<file path="src/rtl/qalu_pkg.sv">
// shared types and constants of the quaternion alu
package qalu_pkg;

  localparam int COMP_WIDTH_DEF = 16;
  localparam int FRAC_BITS_DEF  = 12;
  localparam int QUEUE_DEPTH    = 4;

  typedef enum logic [2:0] {
    OP_ADD   = 3'd0,
    OP_MUL   = 3'd1,
    OP_ADDS  = 3'd2,
    OP_SCALE = 3'd3,
    OP_CONJ  = 3'd4,
    OP_NORM  = 3'd5
  } op_t;

  // one-hot operation class; all zero for an unknown code
  typedef struct packed {
    logic add;
    logic mul;
    logic adds;
    logic scale;
    logic conj;
    logic norm;
  } cls_t;

  localparam int CLS_W = $bits(cls_t);

endpackage

</file>
<file path="src/rtl/qalu_queue.sv">
// short queue between front and back end
module qalu_queue #(
  parameter int WORD_W = 8,
  parameter int DEPTH  = qalu_pkg::QUEUE_DEPTH
) (
  input  logic              clk,
  input  logic              rst,
  input  logic              push,
  input  logic [WORD_W-1:0] push_word,
  output logic              full,
  output logic              pop_valid,
  input  logic              pop,
  output logic [WORD_W-1:0] pop_word
);

  localparam int PW = (DEPTH > 1) ? $clog2(DEPTH) : 1;
  localparam int CW = $clog2(DEPTH + 1);

  logic [WORD_W-1:0] mem [DEPTH];
  logic [PW-1:0]     wr_ptr;
  logic [PW-1:0]     rd_ptr;
  logic [CW-1:0]     count;
  logic              do_push;
  logic              do_pop;

  assign full      = (count == CW'(DEPTH));
  assign pop_valid = (count != '0);
  assign do_push   = push & ~full;
  assign do_pop    = pop & pop_valid;
  assign pop_word  = mem[rd_ptr];

  always_ff @(posedge clk) begin
    if (rst) begin
      wr_ptr <= '0;
      rd_ptr <= '0;
      count  <= '0;
    end else begin
      if (do_push) begin
        wr_ptr <= (wr_ptr == PW'(DEPTH - 1)) ? '0 : wr_ptr + 1'b1;
      end
      if (do_pop) begin
        rd_ptr <= (rd_ptr == PW'(DEPTH - 1)) ? '0 : rd_ptr + 1'b1;
      end
      if (do_push & ~do_pop) begin
        count <= count + 1'b1;
      end else if (do_pop & ~do_push) begin
        count <= count - 1'b1;
      end
    end
  end

  always_ff @(posedge clk) begin
    if (do_push) begin
      mem[wr_ptr] <= push_word;
    end
  end

endmodule

</file>
<file path="config.mk">
export PLATFORM = sky130hd
export DESIGN_NAME = qalu_queue
export DESIGN_NICKNAME = d
export VERILOG_FILES = /design/src/rtl/qalu_pkg.sv /design/src/rtl/qalu_queue.sv
export SDC_FILE = /design/constraint.sdc
export NUM_CORES = 1
export LEC_CHECK = 0
export ABC_AREA = 1
export BUFFER_PORTS_ARGS = -buffer_cell sky130_fd_sc_hd__buf_4
export CAP_MARGIN = 20
export CORE_UTILIZATION = 25
export DETAILED_ROUTE_END_ITERATION = 10
export SLEW_MARGIN = 20
export SYNTH_ARGS = -nofsm -noshare
export SYNTH_HDL_FRONTEND = slang
export SYNTH_SLANG_ARGS = --single-unit
</file>
<file path="constraint.sdc">
create_clock -name clk -period 2.2 [get_ports clk]
set_input_delay 0.22 -clock clk [delete_from_list [all_inputs] [get_ports clk]]
set_output_delay 0.22 -clock clk [all_outputs]
set_load 0.02 [all_outputs]
</file>
==> summary.md <==
| Metric | Value |
|---|---|
| DIE AREA | 7140 µm² |
| Power share of the combinational group | 34.9% |
| Worst-path clk slew | 0.07 ns |
| Post-Syn Area per Cell | 11.6 µm² |
| Hold-fix buffers, CTS | 0 |
| Drt initial violations | 109 |
| # diodes | 0 |
| Crit end category | flip-flop |
| Failing checks | DRC |
| Layout cell share with drive strength beyond 1 | 22.5% |
| Cell family with most CP delay | adder cells |
| CTS tree | built |
| Synthesized flop and latch total | 41 |
| Most frequent cells in the layout | nor2_1 (32), edfxtp_1 (32), buf_4 (26) |
| Total core area | 6460 µm² |
| Total number of vias | 1095 |
| Final TNS setup | 0 ns |
| Grt ovf | 0 |
| Synth Area in Simple Gates | 12.5% |
| Max-cap violations | 0 |
| Port bufs | 21 |
| Number of global-route vias before repair | 1100 |
| Overall routing resource usage | 9.23% |
| DP Cell Count | 247 |
| Antenna viol nets, final | 0 |
| Clock power share | 22.9% |
| Critical path's largest stage delay | 0.41 ns |
| Fmax | 549 MHz |
| Number of distinct library cells after synthesis | 20 |
| Slew margin rel. | 75.8% |
| Row cnt | 29 |
| CP max-delay cell | fa_1 |
| Internal | 0.00164 W |
| Slew Viols, Final | 0 |
| Post-synthesis mux area share | 0% |
| Synth Area in Compound Gates | 9.20% |
| First-pass GRT wire length | 5000 µm |
| Clock Latency Late Sink | 0.28 ns |
| Drt total wl | 3020 µm |
| Routability cong. | 0.680 |
| Layout Nets | 196 |
| P&R area growth vs syn | 22.1% |
| FF-to-FF setup slack | 0.38 ns |
| WS Path Type | reg2reg |
| Switching share of power | 34.0% |
| NetSw | 0.000848 W |
| Boundary Pins | 22 |
| Crit path launch type | flip-flop |
| Clock period minus worst slack | 1.82 ns |
| CTS Root Cell | clkbuf_8 |
| Part of the power in registers | 42.2% |
| WP buf/inv | 2 |
| Initial antenna violation count | 0 |
| Pwr Density | 1200 nW/µm² |
| Adder-Cell Fraction of Synth Area | 5.59% |
| Status | complete, but fails checks |
| Clock skew | 0.00474 ns |
| Largest family of logic cells by synthesized area | simple AND/OR/NAND/NOR gates |
| Die Span Y | 84.5 µm |
| Num CTS Buffers | 5 |
| Post-CTS setup buffers | 0 |
| Maximum clock path buffer count | 2 |
| Vias/cell | 4.29 |
| Final hold vios | 0 |
| Clock Sink Count | 41 |
| Required @ worst endpoint | 2.37 ns |
| Fill count | 651 |
| Mapped Area | 1700 µm² |
| Synth Warn # | 0 |
| Seq/Total Area, Yosys | 67.1% |
| DP HPWL | 2050 µm |
| Finished Layout Cells | 255 |
| CTS resizes | 0 |
| Residual DRC | 3 |
| Worst Tran Pin Value | 0.362 ns |
| CP Max Fanout | 7 |
| Pre-antenna DRT Iters | 7 |
| Final period util | 82.8% |
| Hold Crit Class | in2reg |
| Syn Inst Count | 146 |
| Synth Area in XOR/XNOR | 0.515% |
| RSZ-0062 raised after global routing | false |
| Lkg Pwr | 0.825 nW |
| Final Setup Violations | 0 |
| Starting density of the core | 26.3% |
| Maximum vdd drop | 636 µV |
| WL per Instance | 11.8 µm |
| Chip width | 84.5 µm |
| H-Tree Depth | 2 |
| CP Cell Sequence | nor2_2 -> nand2_2 -> nand2_2 -> inv_1 -> ha_1 -> inv_1 -> fa_1 -> o21ai_0 -> nor2_1 |
| Syn_nets | 165 |
| Worst path arrival time | 2.00 ns |
| Largest net degree at the start of global routing | 17 |
[stage by stage]
stage / setup WS (ns) / instance area, µm² / utilization (%) / power, W / hold slack, ns
after floorplan: 0.516 / 1700 / - / 0.00163 / 0.292
after global placement: 0.430 / 1970 / 30.5 / 0.00194 / 0.390
after detailed placement: 0.383 / 1970 / 30.5 / 0.00195 / 0.390
after CTS: 0.376 / 2080 / 32.1 / 0.00253 / 0.0836
after global routing: 0.139 / 2080 / 32.1 / 0.00266 / 0.0784
final: 0.379 / 2080 / 32.1 / 0.00249 / 0.0950
[cell type report]
class	count	area (µm²)	area share (%)
clock buffers	6	72.6	3.50
clock inverters	2	33.8	1.63
well taps	77	96.3	4.64
multi-input cells	86	473	22.8
repair buffers	26	195	9.40
flip-flops and latches	41	1140	55.0
inverters	17	63.8	3.07
[path summary, 6_finish.rpt]
kind / startpoint / end / cells after the start
hold / removal: rst / count[0]$_SDFFE_PP0P_ / 2
setup / recovery: count[1]$_SDFFE_PP0P_ / count[1]$_SDFFE_PP0P_ / 9
setup reg to reg: count[1]$_SDFFE_PP0P_ / count[1]$_SDFFE_PP0P_ / 9
hold reg to reg: rd_ptr[1]$_SDFFE_PP0P_ / rd_ptr[1]$_SDFFE_PP0P_ / 2
[cells in the mapped netlist]
cell	instances	area (µm²)
a21oi_1	2	10.0
buf_6	2	22.5
dfxtp_1	9	180
edfxtp_1	32	961
fa_1	1	20.0
ha_1	6	75.1
inv_1	16	60.1
inv_2	1	3.75
nand2_1	11	41.3
nand2_2	3	18.8
nand3_1	1	5.00
nand3b_1	2	15.0
nand4_1	1	6.26
nor2_1	32	120
nor2_2	1	6.26
o21ai_0	13	65.1
o21ai_1	1	5.00
o21ai_2	3	26.3
o22ai_1	8	50.1
xor2_1	1	8.76
[logic make-up (layout without fill, tap and decap cells)]
family,after synthesis,in the layout
adder cells (fa/ha/maj),7,7
AND/OR/NAND/NOR,51,51
XOR/XNOR,1,1
AO/OA/AOI/OAI,27,27
buffers and inverters,19,51
flip-flops,41,41
[sequential cells by signal, summed over array words and instances (netlist names), named ones only]
name,cells
wr_ptr,2
rd_ptr,2
count,3
mem,32
[power by group through the flow]
| stage | Sequential, W | Clock (W) | Combinational, W |
|---|---|---|---|
| 2_1_floorplan | 0.00104 | 0 | 0.000592 |
| 6_report | 0.00105 | 0.000571 | 0.000869 |
| 3_3_place_gp | 0.00107 | 0 | 0.000872 |
| 5_1_grt | 0.00107 | 0.000629 | 0.000967 |
| 3_5_place_dp | 0.00107 | 0 | 0.000879 |
| 4_1_cts | 0.00105 | 0.000591 | 0.000884 |
[metal layers]
metal	part of all wire, %	GRT usage [%]	vias up
li1	-	-	561
met1	47	11.3	507
met2	47	14.7	27
met3	6.2	3.64	0
met4	0	3.54	0
met5	0	0	-
Power figures use the tool's default switching activity.
