File: src/rtl/qalu_pkg.sv
// shared types and constants of the quaternion alu
package qalu_pkg;

  localparam int COMP_WIDTH_DEF = 16;
  localparam int FRAC_BITS_DEF  = 12;
  localparam int QUEUE_DEPTH    = 4;

  typedef enum logic [2:0] {
    OP_ADD   = 3'd0,
    OP_MUL   = 3'd1,
    OP_ADDS  = 3'd2,
    OP_SCALE = 3'd3,
    OP_CONJ  = 3'd4,
    OP_NORM  = 3'd5
  } op_t;

  // one-hot operation class; all zero for an unknown code
  typedef struct packed {
    logic add;
    logic mul;
    logic adds;
    logic scale;
    logic conj;
    logic norm;
  } cls_t;

  localparam int CLS_W = $bits(cls_t);

endpackage

File: src/rtl/qalu_front.sv
// front end: takes request words and classifies the operation
module qalu_front #(
  parameter int COMP_WIDTH = qalu_pkg::COMP_WIDTH_DEF,
  parameter int WORD_W     = qalu_pkg::CLS_W + 9 * COMP_WIDTH
) (
  input  logic                         clk,
  input  logic                         rst,
  input  logic                         in_valid,
  output logic                         in_stall,
  input  logic [2:0]                   req_type,
  input  logic signed [COMP_WIDTH-1:0] a0,
  input  logic signed [COMP_WIDTH-1:0] a1,
  input  logic signed [COMP_WIDTH-1:0] a2,
  input  logic signed [COMP_WIDTH-1:0] a3,
  input  logic signed [COMP_WIDTH-1:0] b0,
  input  logic signed [COMP_WIDTH-1:0] b1,
  input  logic signed [COMP_WIDTH-1:0] b2,
  input  logic signed [COMP_WIDTH-1:0] b3,
  input  logic signed [COMP_WIDTH-1:0] scalar,
  output logic                         push_valid,
  input  logic                         push_full,
  output logic [WORD_W-1:0]            push_word
);

  logic              hold;
  logic              hold_next;
  logic              accept;
  qalu_pkg::cls_t    cls;

  always_comb begin
    cls = '0;
    case (qalu_pkg::op_t'(req_type))
      qalu_pkg::OP_ADD:   cls.add   = 1'b1;
      qalu_pkg::OP_MUL:   cls.mul   = 1'b1;
      qalu_pkg::OP_ADDS:  cls.adds  = 1'b1;
      qalu_pkg::OP_SCALE: cls.scale = 1'b1;
      qalu_pkg::OP_CONJ:  cls.conj  = 1'b1;
      qalu_pkg::OP_NORM:  cls.norm  = 1'b1;
      default:            cls       = '0;
    endcase
  end

  assign in_stall   = hold & push_full;
  assign accept     = in_valid & ~in_stall;
  assign push_valid = hold;

  always_comb begin
    hold_next = hold;
    if (accept) begin
      hold_next = 1'b1;
    end else if (hold & ~push_full) begin
      hold_next = 1'b0;
    end
  end

  always_ff @(posedge clk) begin
    if (rst) begin
      hold <= 1'b0;
    end else begin
      hold <= hold_next;
    end
  end

  always_ff @(posedge clk) begin
    if (accept) begin
      push_word <= {cls, a0, a1, a2, a3, b0, b1, b2, b3, scalar};
    end
  end

endmodule

File: config.mk
export PLATFORM = sky130hd
export DESIGN_NAME = qalu_front
export DESIGN_NICKNAME = d
export VERILOG_FILES = /design/src/rtl/qalu_pkg.sv /design/src/rtl/qalu_front.sv
export SDC_FILE = /design/constraint.sdc
export NUM_CORES = 1
export LEC_CHECK = 0
export BUFFER_PORTS_ARGS = -buffer_cell sky130_fd_sc_hd__clkbuf_2
export CAP_MARGIN = 5
export CELL_PAD_IN_SITES_DETAIL_PLACEMENT = 1
export CELL_PAD_IN_SITES_GLOBAL_PLACEMENT = 2
export CORE_ASPECT_RATIO = 1.1
export CORE_MARGIN = 3
export CORE_UTILIZATION = 29
export DETAILED_ROUTE_END_ITERATION = 6
export PLACE_DENSITY = 0.9
export SETUP_SLACK_MARGIN = 0.15
export SLEW_MARGIN = 20
export SYNTH_ARGS = -nofsm -noshare
export SYNTH_HDL_FRONTEND = slang
export SYNTH_SLANG_ARGS = --single-unit
File: constraint.sdc
create_clock -name clk -period 14.15 [get_ports clk]
set_input_delay 0.7075 -clock clk [delete_from_list [all_inputs] [get_ports clk]]
set_output_delay 0.7075 -clock clk [all_outputs]
set_load 0.01 [all_outputs]
==> results of run 1 <==
==> cells in the mapped netlist, drive strengths merged <==
master | instances | area (um2)
nor2b | 1 | 6.260
nor2 | 1 | 3.750
nor3 | 1 | 5.000
and3b | 2 | 20.02
dfxtp | 1 | 20.02
a21oi | 1 | 5.000
edfxtp | 150 | 4504
nor3b | 3 | 22.52
and2 | 1 | 6.260
==> cell type report <==
cell class / count / area, um2 / share of cell area, %
Tap cell: 196 / 245.2 / 3.546
Timing Repair Buffer: 304 / 1530 / 22.12
Clock inverter: 13 / 107.6 / 1.556
Multi-Input combinational cell: 10 / 76.32 / 1.103
Sequential cell: 151 / 4524 / 65.41
Clock buffer: 19 / 432.9 / 6.259
==> per-stage QoR <==
| step | cell area (um2) | hold WS [ns] | utilization, % | setup WS, ns |
|---|---|---|---|---|
| after detailed placement | 6372 | 0.5345 | 41.68 | 10.98 |
| after CTS | 6913 | 0.4330 | 45.21 | 11.42 |
| after global placement | 6372 | 0.4810 | 41.68 | 11.09 |
| after floorplan | 4593 | 0.5323 | - | 5.942 |
| final | 6917 | 0.4463 | 45.24 | 11.71 |
| after global routing | 6917 | 0.4330 | 45.24 | 11.55 |
==> where the power goes <==
part           switching (mW)  leakage [nW]  internal, mW  total, mW
Combinational          0.0419          1.30        0.0314     0.0733
Sequential            0.00793          1.46         0.524      0.532
Clock                   0.173         0.250         0.240      0.413
Total                   0.223          3.01         0.795       1.02
==> cell usage in the layout, fill, tap and decap left out <==
cell / instances
clkinv_4: 1
edfxtp_1: 150
bufinv_16: 1
nor2_1: 1
nor2b_4: 1
clkinv_1: 2
clkinvlp_4: 5
and2_1: 1
clkbuf_16: 17
buf_6: 1
dfxtp_1: 1
nor3b_1: 3
clkbuf_2: 302
inv_6: 1
buf_4: 1
nor3_1: 1
clkbuf_1: 2
and3b_2: 2
clkinv_2: 3
a21oi_1: 1
==> per-layer routing <==
metal | up-vias | track usage (%) | routed length (um)
li1 | 1302 | - | -
met1 | 1398 | 15.19 | 4505
met2 | 166 | 25.49 | 7060
met3 | 15 | 6.703 | 1200
met4 | 0 | 5.125 | 165
met5 | - | 0 | 0
==> critical path, stage by stage <==
cell	delay (ns)
clkbuf_2	0.09
and2_1	0.19
nor2b_4	0.10
buf_4	0.59
buf_6	0.69
==> logic make-up (layout without fill, tap and decap cells) <==
logic type	after synthesis	after routing
AOI/OAI and AO/OA	1	1
buffers and inverters	0	336
DFF	151	151
and+or+nand+nor	9	9
==> state kept, by name, summed over array words and instances (netlist names) <==
register,cells
push_word,150
push_valid,1
==> worst paths after layout <==
check                                       to  slack [ns]
worst max-delay path            push_word[110]       11.71
worst min-delay path                push_valid        0.45
worst max register to register  push_word[110]       11.78
worst min register to register      push_valid        0.54
==> metrics.md, run 1 <==
| Metric | Value |
|---|---|
| Main combinational cell family by area after synthesis | simple AND/OR/NAND/NOR gates |
| Cts hold-fix bufs | 0 |
| Layout cells sized above 1 | 67.40% |
| H-tree levels | 4 |
| Die height | 138.0 um |
| Max VDD drop | a little under 0.00008 V |
| Setup skew after layout | 0.01785 ns |
| Total die area | between 15000 and 20000 um2 |
| Wirelength per Cell | 18.66 um |
| WP data required | 14.18 ns |
| Pin count of the biggest net entering global routing | 88 |
| Filler-free cell count of the finished design | 693 |
| R2r startpoint | push_valid |
| Slew margin rel. | 46.88% |
| Diode count | 0 |
| Synth Area in Simple Gates | 1.389% |
| DRT Pass-1 Iters | 4 |
| Status | finished clean |
| Initial antenna violation count | 0 |
| Hold Path Depth | 2 |
| Worst Hold Class | in2reg |
| First-pass GRT wire length | between 15000 and 20000 um |
| Die width | 126.0 um |
| Worst Setup Start Kind | input pin |
| Setup-failing EPs final | 0 |
| Io pins | 303 |
| Fin Setup TNS | 0 ns |
| Rows | 47 |
| Total grt overflow | 0 |
| Final hold vios | 0 |
| Routed WL | between 10000 and 15000 um |
| Avg Vias per Cell | 4.157 |
| P&R area growth vs syn | 50.59% |
| Slew @ Worst Pin | approximately 0.80 ns |
| Critical path arrival | 2.46 ns |
| Worst Setup SP | push_full |
| Register area share after synthesis | 98.50% |
| DRT iter0 DRCs | roughly 140 |
| Initial Utilization | 30.04% |
| Setup crit end kind | flip-flop |
| Synth Area in Compound Gates | 0.1090% |
| CTS resizes | 0 |
| Hold Startpoint | rst |
| DR vias | around 2.9k |
| DRC errors left | 0 |
| Total core area | 15290 um2 |
| Syn_nets | 312 |
| Synth warnings | 0 |
| Max-slew violations | 0 |
| GRT Total Usage | 14.41% |
| Fill count | 1596 |
| Peak Freq | 410.6 MHz |
| Clk sinks | between 150 and 200 |
| FF+latch count, synth | between 150 and 200 |
| Maximum clock insertion buffer count | 2 |
| P_leak | 3.010 nW |
| DP HPWL | 10210 um |
| Power per Cell Area | 147.2 nW/um2 |
| CTS tree | yes |
| Mux cell area share after synthesis | 0% |
| Adder-cell share of the synthesized area | 0% |
| CP Class | in2reg |
| Post-CTS setup buffers | 0 |
| Mean Syn Cell Area | 28.53 um2 |
| CTS root buf | clkbuf_16 |
| Vias in the first global route | 3156 |
| Gpl congestion | 0.8421 |
| Inst Count DP | 661 |
| Clock-pin slew on the worst setup and hold paths | about 0.06 ns |
| Max FO, Critical Path | 87 |
| Post-layout nets | 635 |
| Fin crit period | 2.436 ns |
| Synthesized cell area | 4593 um2 |
| Post-route ant nets | 0 |
| Cells after Synth | between 150 and 200 |
| I/O Buffers | around 300 |
| Yosys cell types | 9 |
| Xor/xnor share of the synthesized area | 0% |
| Post-layout total power | about 1.0 mW |
| Worst Reg-to-Reg Cells | 4 |
| Clock Latency Late Sink | roughly 0.42 ns |
| Max Cap Viol | 0 |
| RSZ-0062 raised after global routing | no |
| CTS buffer count | 17 |
| Period utilization | 17.21% |
(Power assumes the default switching activity.)
==> run 2: changes to the inputs <==
Settings changed: CORE_UTILIZATION 29 to 25, PLACE_DENSITY 0.9 to 0.83.
Clock period 14.15 ns to 2.2 ns, I/O delays scaled along.
==> run 2 against run 1 <==
Critical path depth down 2. Hold slack worse by 0.39 ns. Critical endpoint is now push_word[32]. Largest cell class unchanged. Clock skew down 0.0082 ns. Global-route usage up 1.1 points. Non-clock buffer count up 146. Cell count up 27%. Via count up 20%. Register-to-register slack worse by 11 ns. Highest routed layer unchanged. Setup slack worse by 11 ns. Clock-buffer cell count down 1.
==> metrics.md, run 2 (same netlist as run 1, synthesis figures left out) <==
| Metric | Value |
|---|---|
| Io pins | 303 (unchanged) |
| WP data required | 2.26 ns (was 14.18 ns) |
| Initial antenna violation count | 0 (unchanged) |
| R2r startpoint | push_valid (unchanged) |
| Layout cells sized above 1 | 52.57% (was 67.40%) |
| Status | finished clean (unchanged) |
| CP max-delay cell | buf_12 (was buf_6) |
| Worst Setup SP | push_valid (was push_full) |
| Max reg flops | 150 (unchanged) |
| Clock Latency Late Sink | 0.41 ns (was 0.42 ns) |
| DRT Pass-1 Iters | 4 (unchanged) |
| Setup slack at placement | 0.8087 ns (was 10.98 ns) |
| Worst Setup Start Kind | flip-flop (was input pin) |
| Initial Utilization | 25.71% (was 30.04%) |
| Avg Vias per Cell | 3.923 (was 4.157) |
| H-tree levels | 4 (unchanged) |
| Worst path bufs/invs | 1 (was 3) |
| CTS buffer count | 17 (unchanged) |
| Critical path arrival | 1.48 ns (was 2.46 ns) |
| Worst Hold Class | in2reg (unchanged) |
| Total core area | 17870 um2 (was 15290 um2) |
| Hold Startpoint | req_type[0] (was rst) |
| Pin count of the biggest net entering global routing | 76 (was 88) |
| Worst-path cell chain | and2_4 > nor2b_4 > buf_12 (was clkbuf_2 > and2_1 > nor2b_4 > buf_4 > buf_6) |
| Setup-failing EPs final | 0 (unchanged) |
| Slew margin rel. | 71.33% (was 46.88%) |
| Total grt overflow | 0 (unchanged) |
| CP Class | reg2reg (was in2reg) |
| GRT Total Usage | 15.55% (was 14.41%) |
| Most common cell after layout, fill and taps aside | clkbuf_2 (unchanged) |
| Maximum clock insertion buffer count | 2 (unchanged) |
| Fin crit period | approximately 1.4 ns |
| Vias in the first global route | 4100 (was 3156) |
| Clk sinks | 151 (unchanged) |
| Max FO, Critical Path | 75 (was 87) |
| Slew @ Worst Pin | 0.4301 ns (was 0.7967 ns) |
| CTS root buf | clkbuf_16 (unchanged) |
| Die width | 135.2 um (was 126.0 um) |
| Post-CTS setup buffers | 0 (unchanged) |
| Peak Freq | between 700 and 800 MHz |
| P&R area growth vs syn | 86.05% (was 50.59%) |
| Setup skew after layout | 0.009654 ns (was 0.01785 ns) |
| Gpl congestion | 0.7572 (was 0.8421) |
| CTS resizes | 0 (unchanged) |
| Diode count | 0 (unchanged) |
| Period utilization | between 60% and 70% |
| DRT iter0 DRCs | 124 (was 136) |
| I/O Buffers | 302 (unchanged) |
| Die height | 148.2 um (was 138.0 um) |
| CTS tree | yes (unchanged) |
| Clock-pin slew on the worst setup and hold paths | 0.06 ns (about the same) |
| First-pass GRT wire length | 23190 um (was 18330 um) |
| P_leak | 3.684 nW (was 3.010 nW) |
| DRC errors left | 0 (unchanged) |
| Post-route ant nets | 0 (unchanged) |
| Rows | 51 (was 47) |
| Max Cap Viol | 0 (unchanged) |
| DP HPWL | 10120 um (was 10210 um) |
| Most frequent cells in the layout | clkbuf_2, edfxtp_1, dlygate4sd3_1 (was clkbuf_2, edfxtp_1, clkbuf_16) |
| Total die area | 20040 um2 (was 17390 um2) |
| Routed WL | 15700 um (was 12930 um) |
| Wirelength per Cell | 17.86 um (was 18.66 um) |
| Fill count | 1836 (was 1596) |
| Fin util | 47.83% (was 45.24%) |
| Post-layout nets | 781 (was 635) |
| Delay-heaviest family, CP | buffers and inverters (unchanged) |
| R2r setup slk | 0.78 ns (was 11.78 ns) |
| Power per Cell Area | 847.9 nW/um2 (was 147.2 nW/um2) |
| Crit-path max cell delay | 0.34 ns (was 0.69 ns) |
| Max-slew violations | 0 (unchanged) |
| PnR worst setup slack | 0.7761 ns (was 11.71 ns) |
| Setup crit end kind | flip-flop (unchanged) |
| Worst hold slack | 0.05899 ns (was 0.4463 ns) |
| RSZ-0062 raised after global routing | no (unchanged) |
| Final hold vios | 0 (unchanged) |
| DR vias | 3448 (was 2881) |
| Largest Register | push_word (unchanged) |
| Max VDD drop | 0.0004440 V (was 0.00007922 V) |
run 2: cell types whose count changed in the layout (fill, tap and decap cells not counted), sizes merged:
cell         previous run  this run
dlygate4sd3             0       146
clkbuf                321       320
clkinvlp                5         1
clkinv                  6         5
bufinv                  1         5
run 2: what timing repair did:
action | CTS | global route
endpoints found under the setup margin | 0 | 0
hold endpoints to repair | 145 | 0
hold buffers | 146 | 0
run 2: through the flow:
stage	power (mW)	cells	area, um2	setup TNS (ns)
6_report	7.246	879	8546	0
5_1_grt	7.515	879	8546	0
4_1_cts	7.337	879	8546	0
3_5_place_dp	3.972	703	6454	0
3_3_place_gp	3.944	703	6454	0
2_1_floorplan	3.629	161	4604	-139.13
run 2: cell type report:
| class | instances | area, um2 | share of cell area, % |
|---|---|---|---|
| clock buffer | 18 | 429.2 | 5.022 |
| clock inverter | 12 | 201.4 | 2.357 |
| multi-input combinational | 10 | 78.83 | 0.9224 |
| sequential | 151 | 4526 | 52.96 |
| tap | 238 | 297.8 | 3.485 |
| timing repair buffer | 450 | 3013 | 35.26 |
run 2: routing by layer:
layer | wire length [um] | GRT usage [%] | part of all wire [%]
met1 | 5123 | 14.56 | 33
met2 | 9226 | 30.78 | 59
met3 | 960 | 4.905 | 6.1
met4 | 391 | 5.948 | 2.5
met5 | 0 | 0 | 0
run 2: where the power goes:
| group | internal (mW) | switching [mW] | total (mW) |
|---|---|---|---|
| Clock | 2.00 | 1.12 | 3.12 |
| Combinational | 0.378 | 0.329 | 0.706 |
| Sequential | 3.37 | 0.0521 | 3.42 |
| Total | 5.75 | 1.50 | 7.25 |
run 2: final timing paths:
check,depth (start not counted),to
worst max-delay path,3,push_word[32]
worst min-delay path,2,push_word[149]
worst max register to register,3,push_word[32]
worst min register to register,3,push_word[23]
==> run 3: changes to the inputs <==
Settings changed: ABC_AREA set to 1, CORE_UTILIZATION 25 to 27, PLACE_DENSITY 0.83 to 0.85.
Clock period 2.2 ns to 1.4 ns, I/O delays scaled along.
==> run 3 against run 2 <==
Area after synthesis about the same. Synthesized cell count increased by 3.1%. The flow now stops in clock tree synthesis (4_1_cts).
==> metrics.md, run 3 <==
| Metric | Value |
|---|---|
| Status | stopped before the end (was finished clean) |
| Fail Step | clock tree synthesis (4_1_cts) |
| Tool error | [ERROR RSZ-0060] Max buffer count reached. |
| Synth area leaders | edfxtp_1, dfxtp_1, nor2_1, nand2_1, nor3_1 (was edfxtp_1, nor3b_1, and3b_2, dfxtp_1, and2_1) |
| Gpl congestion | 0.7409 (was 0.7572) |
| I/O Buffers | 302 (unchanged) |
| Maximum clock insertion buffer count | 2 (unchanged) |
| Yosys cell types | 9 (unchanged) |
| H-tree levels | 4 (unchanged) |
| Clk sinks | 151 (unchanged) |
| CTS root buf | clkbuf_16 (unchanged) |
| FF+latch count, synth | 151 (unchanged) |
| Synthesized cell area | 4591 um2 (was 4593 um2) |
| Top cell type's share of synthesized area | 98.12% (was 98.07%) |
| Commonest register cell after synthesis | edfxtp_1 (unchanged) |
| Die width | 130.3 um (was 135.2 um) |
| Io pins | 303 (unchanged) |
| Register area share after synthesis | 98.56% (was 98.50%) |
| Syn_nets | 317 (was 312) |
| Rows | 49 (was 51) |
| EDFF count, synth | 150 (unchanged) |
| Cells after Synth | 166 (was 161) |
| Initial Utilization | 27.84% (was 25.71%) |
| CTS resizes | 2 (was 0) |
| Synth cell count leaders | edfxtp_1, nor2_1, nand2_1 (was edfxtp_1, nor3b_1, and3b_2) |
| Mean Syn Cell Area | 27.65 um2 (was 28.53 um2) |
| Most common cell in the synthesized netlist | edfxtp_1 (unchanged) |
| Die height | 142.8 um (was 148.2 um) |
| DP HPWL | 10800 um (was 10120 um) |
| Post-CTS setup buffers | 7 (was 0) |
| CTS buffer count | 17 (unchanged) |
| Synth warnings | 0 (unchanged) |
| Cts hold-fix bufs | 145 (was 146) |
| Inst Count DP | 682 (was 703) |
| Ys async rst share | 0% (unchanged) |
| Post-synth top area cell | edfxtp_1 (unchanged) |
## run 3: logic make-up after synthesis
logic type / count (synthesis) / share of synthesized area [%]
AO/OA/AOI/OAI: 1 / 0.1089
buffers and inverters: 4 / 0.3272
AND/OR/NAND/NOR: 10 / 1.008
flip-flops: 151 / 98.56
## run 3: through the flow
stage / TNS [ns] / hold slack (ns) / instance area, um2 / worst slack (ns)
after detailed placement: 0 / 0.2271 / 6494 / 0.09367
after floorplan: -254.45 / 0.1317 / 4602 / -1.696
after global placement: 0 / 0.2214 / 6494 / 0.1152
==> run 4: changes to the inputs <==
Settings changed: CELL_PAD_IN_SITES_DETAIL_PLACEMENT 1 to not set, CELL_PAD_IN_SITES_GLOBAL_PLACEMENT 2 to not set, CORE_AREA set to 3 3 118 120, CORE_ASPECT_RATIO 1.1 to not set, CORE_MARGIN 3 to not set, CORE_UTILIZATION 27 to not set, DIE_AREA set to 0 0 121 123, PLACE_DENSITY 0.85 to not set, PLACE_DENSITY_LB_ADDON set to 0.15, SETUP_SLACK_MARGIN 0.15 to not set.
==> run 4 against run 3 <==
The run again fails in clock tree synthesis (4_1_cts). Synthesized cell count stayed put. Area after synthesis unchanged.
==> metrics.md, run 4 <==
| Metric | Value |
|---|---|
| Gpl congestion | 0.7192 (was 0.7409) |
| Maximum clock insertion buffer count | 2 (unchanged) |
| Initial Utilization | 35.08% (was 27.84%) |
| EDFF count, synth | 150 (unchanged) |
| Ys async rst share | 0% (unchanged) |
| Synth cell count leaders | edfxtp_1, nor2_1, nand2_1 (unchanged) |
| FF+latch count, synth | 151 (unchanged) |
| Top cell type's share of synthesized area | 98.12% (unchanged) |
| Fail Step | clock tree synthesis (4_1_cts) (unchanged) |
| I/O Buffers | 302 (unchanged) |
| CTS root buf | clkbuf_16 (unchanged) |
| Synthesized cell area | 4591 um2 (unchanged) |
| CTS resizes | 0 (was 2) |
| Rows | 42 (was 49) |
| Most common cell in the synthesized netlist | edfxtp_1 (unchanged) |
| DP HPWL | 8455 um (was 10800 um) |
| Syn_nets | 317 (unchanged) |
| Synth area leaders | edfxtp_1, dfxtp_1, nor2_1, nand2_1, nor3_1 (unchanged) |
| H-tree levels | 4 (unchanged) |
| Register area share after synthesis | 98.56% (unchanged) |
| Yosys cell types | 9 (unchanged) |
| Cts hold-fix bufs | 138 (was 145) |
| Cells after Synth | 166 (unchanged) |
| Tool error | [ERROR RSZ-0060] Max buffer count reached. (unchanged) |
| Status | stopped before the end (unchanged) |
| CTS buffer count | 17 (unchanged) |
| Mean Syn Cell Area | 27.65 um2 (unchanged) |
| Commonest register cell after synthesis | edfxtp_1 (unchanged) |
| Die width | 121 um (was 130.3 um) |
| Io pins | 303 (unchanged) |
| Post-synth top area cell | edfxtp_1 (unchanged) |
| Setup slack at placement | 0.1190 ns (was 0.09367 ns) |
| Post-CTS setup buffers | 0 (was 7) |
| Die height | 123 um (was 142.8 um) |
| Clk sinks | 151 (unchanged) |
| Synth warnings | 0 (unchanged) |
[run 4: kinds of logic after synthesis]
family,synth area share (%)
DFF,98.56
and+or+nand+nor,1.008
buffers and inverters,0.3272
AOI/OAI and AO/OA,0.1089
[run 4: metrics by stage]
step,utilization [%],cells,area [um2]
after floorplan,-,166,4602
after global placement,49.44,652,6469
after detailed placement,49.44,652,6469
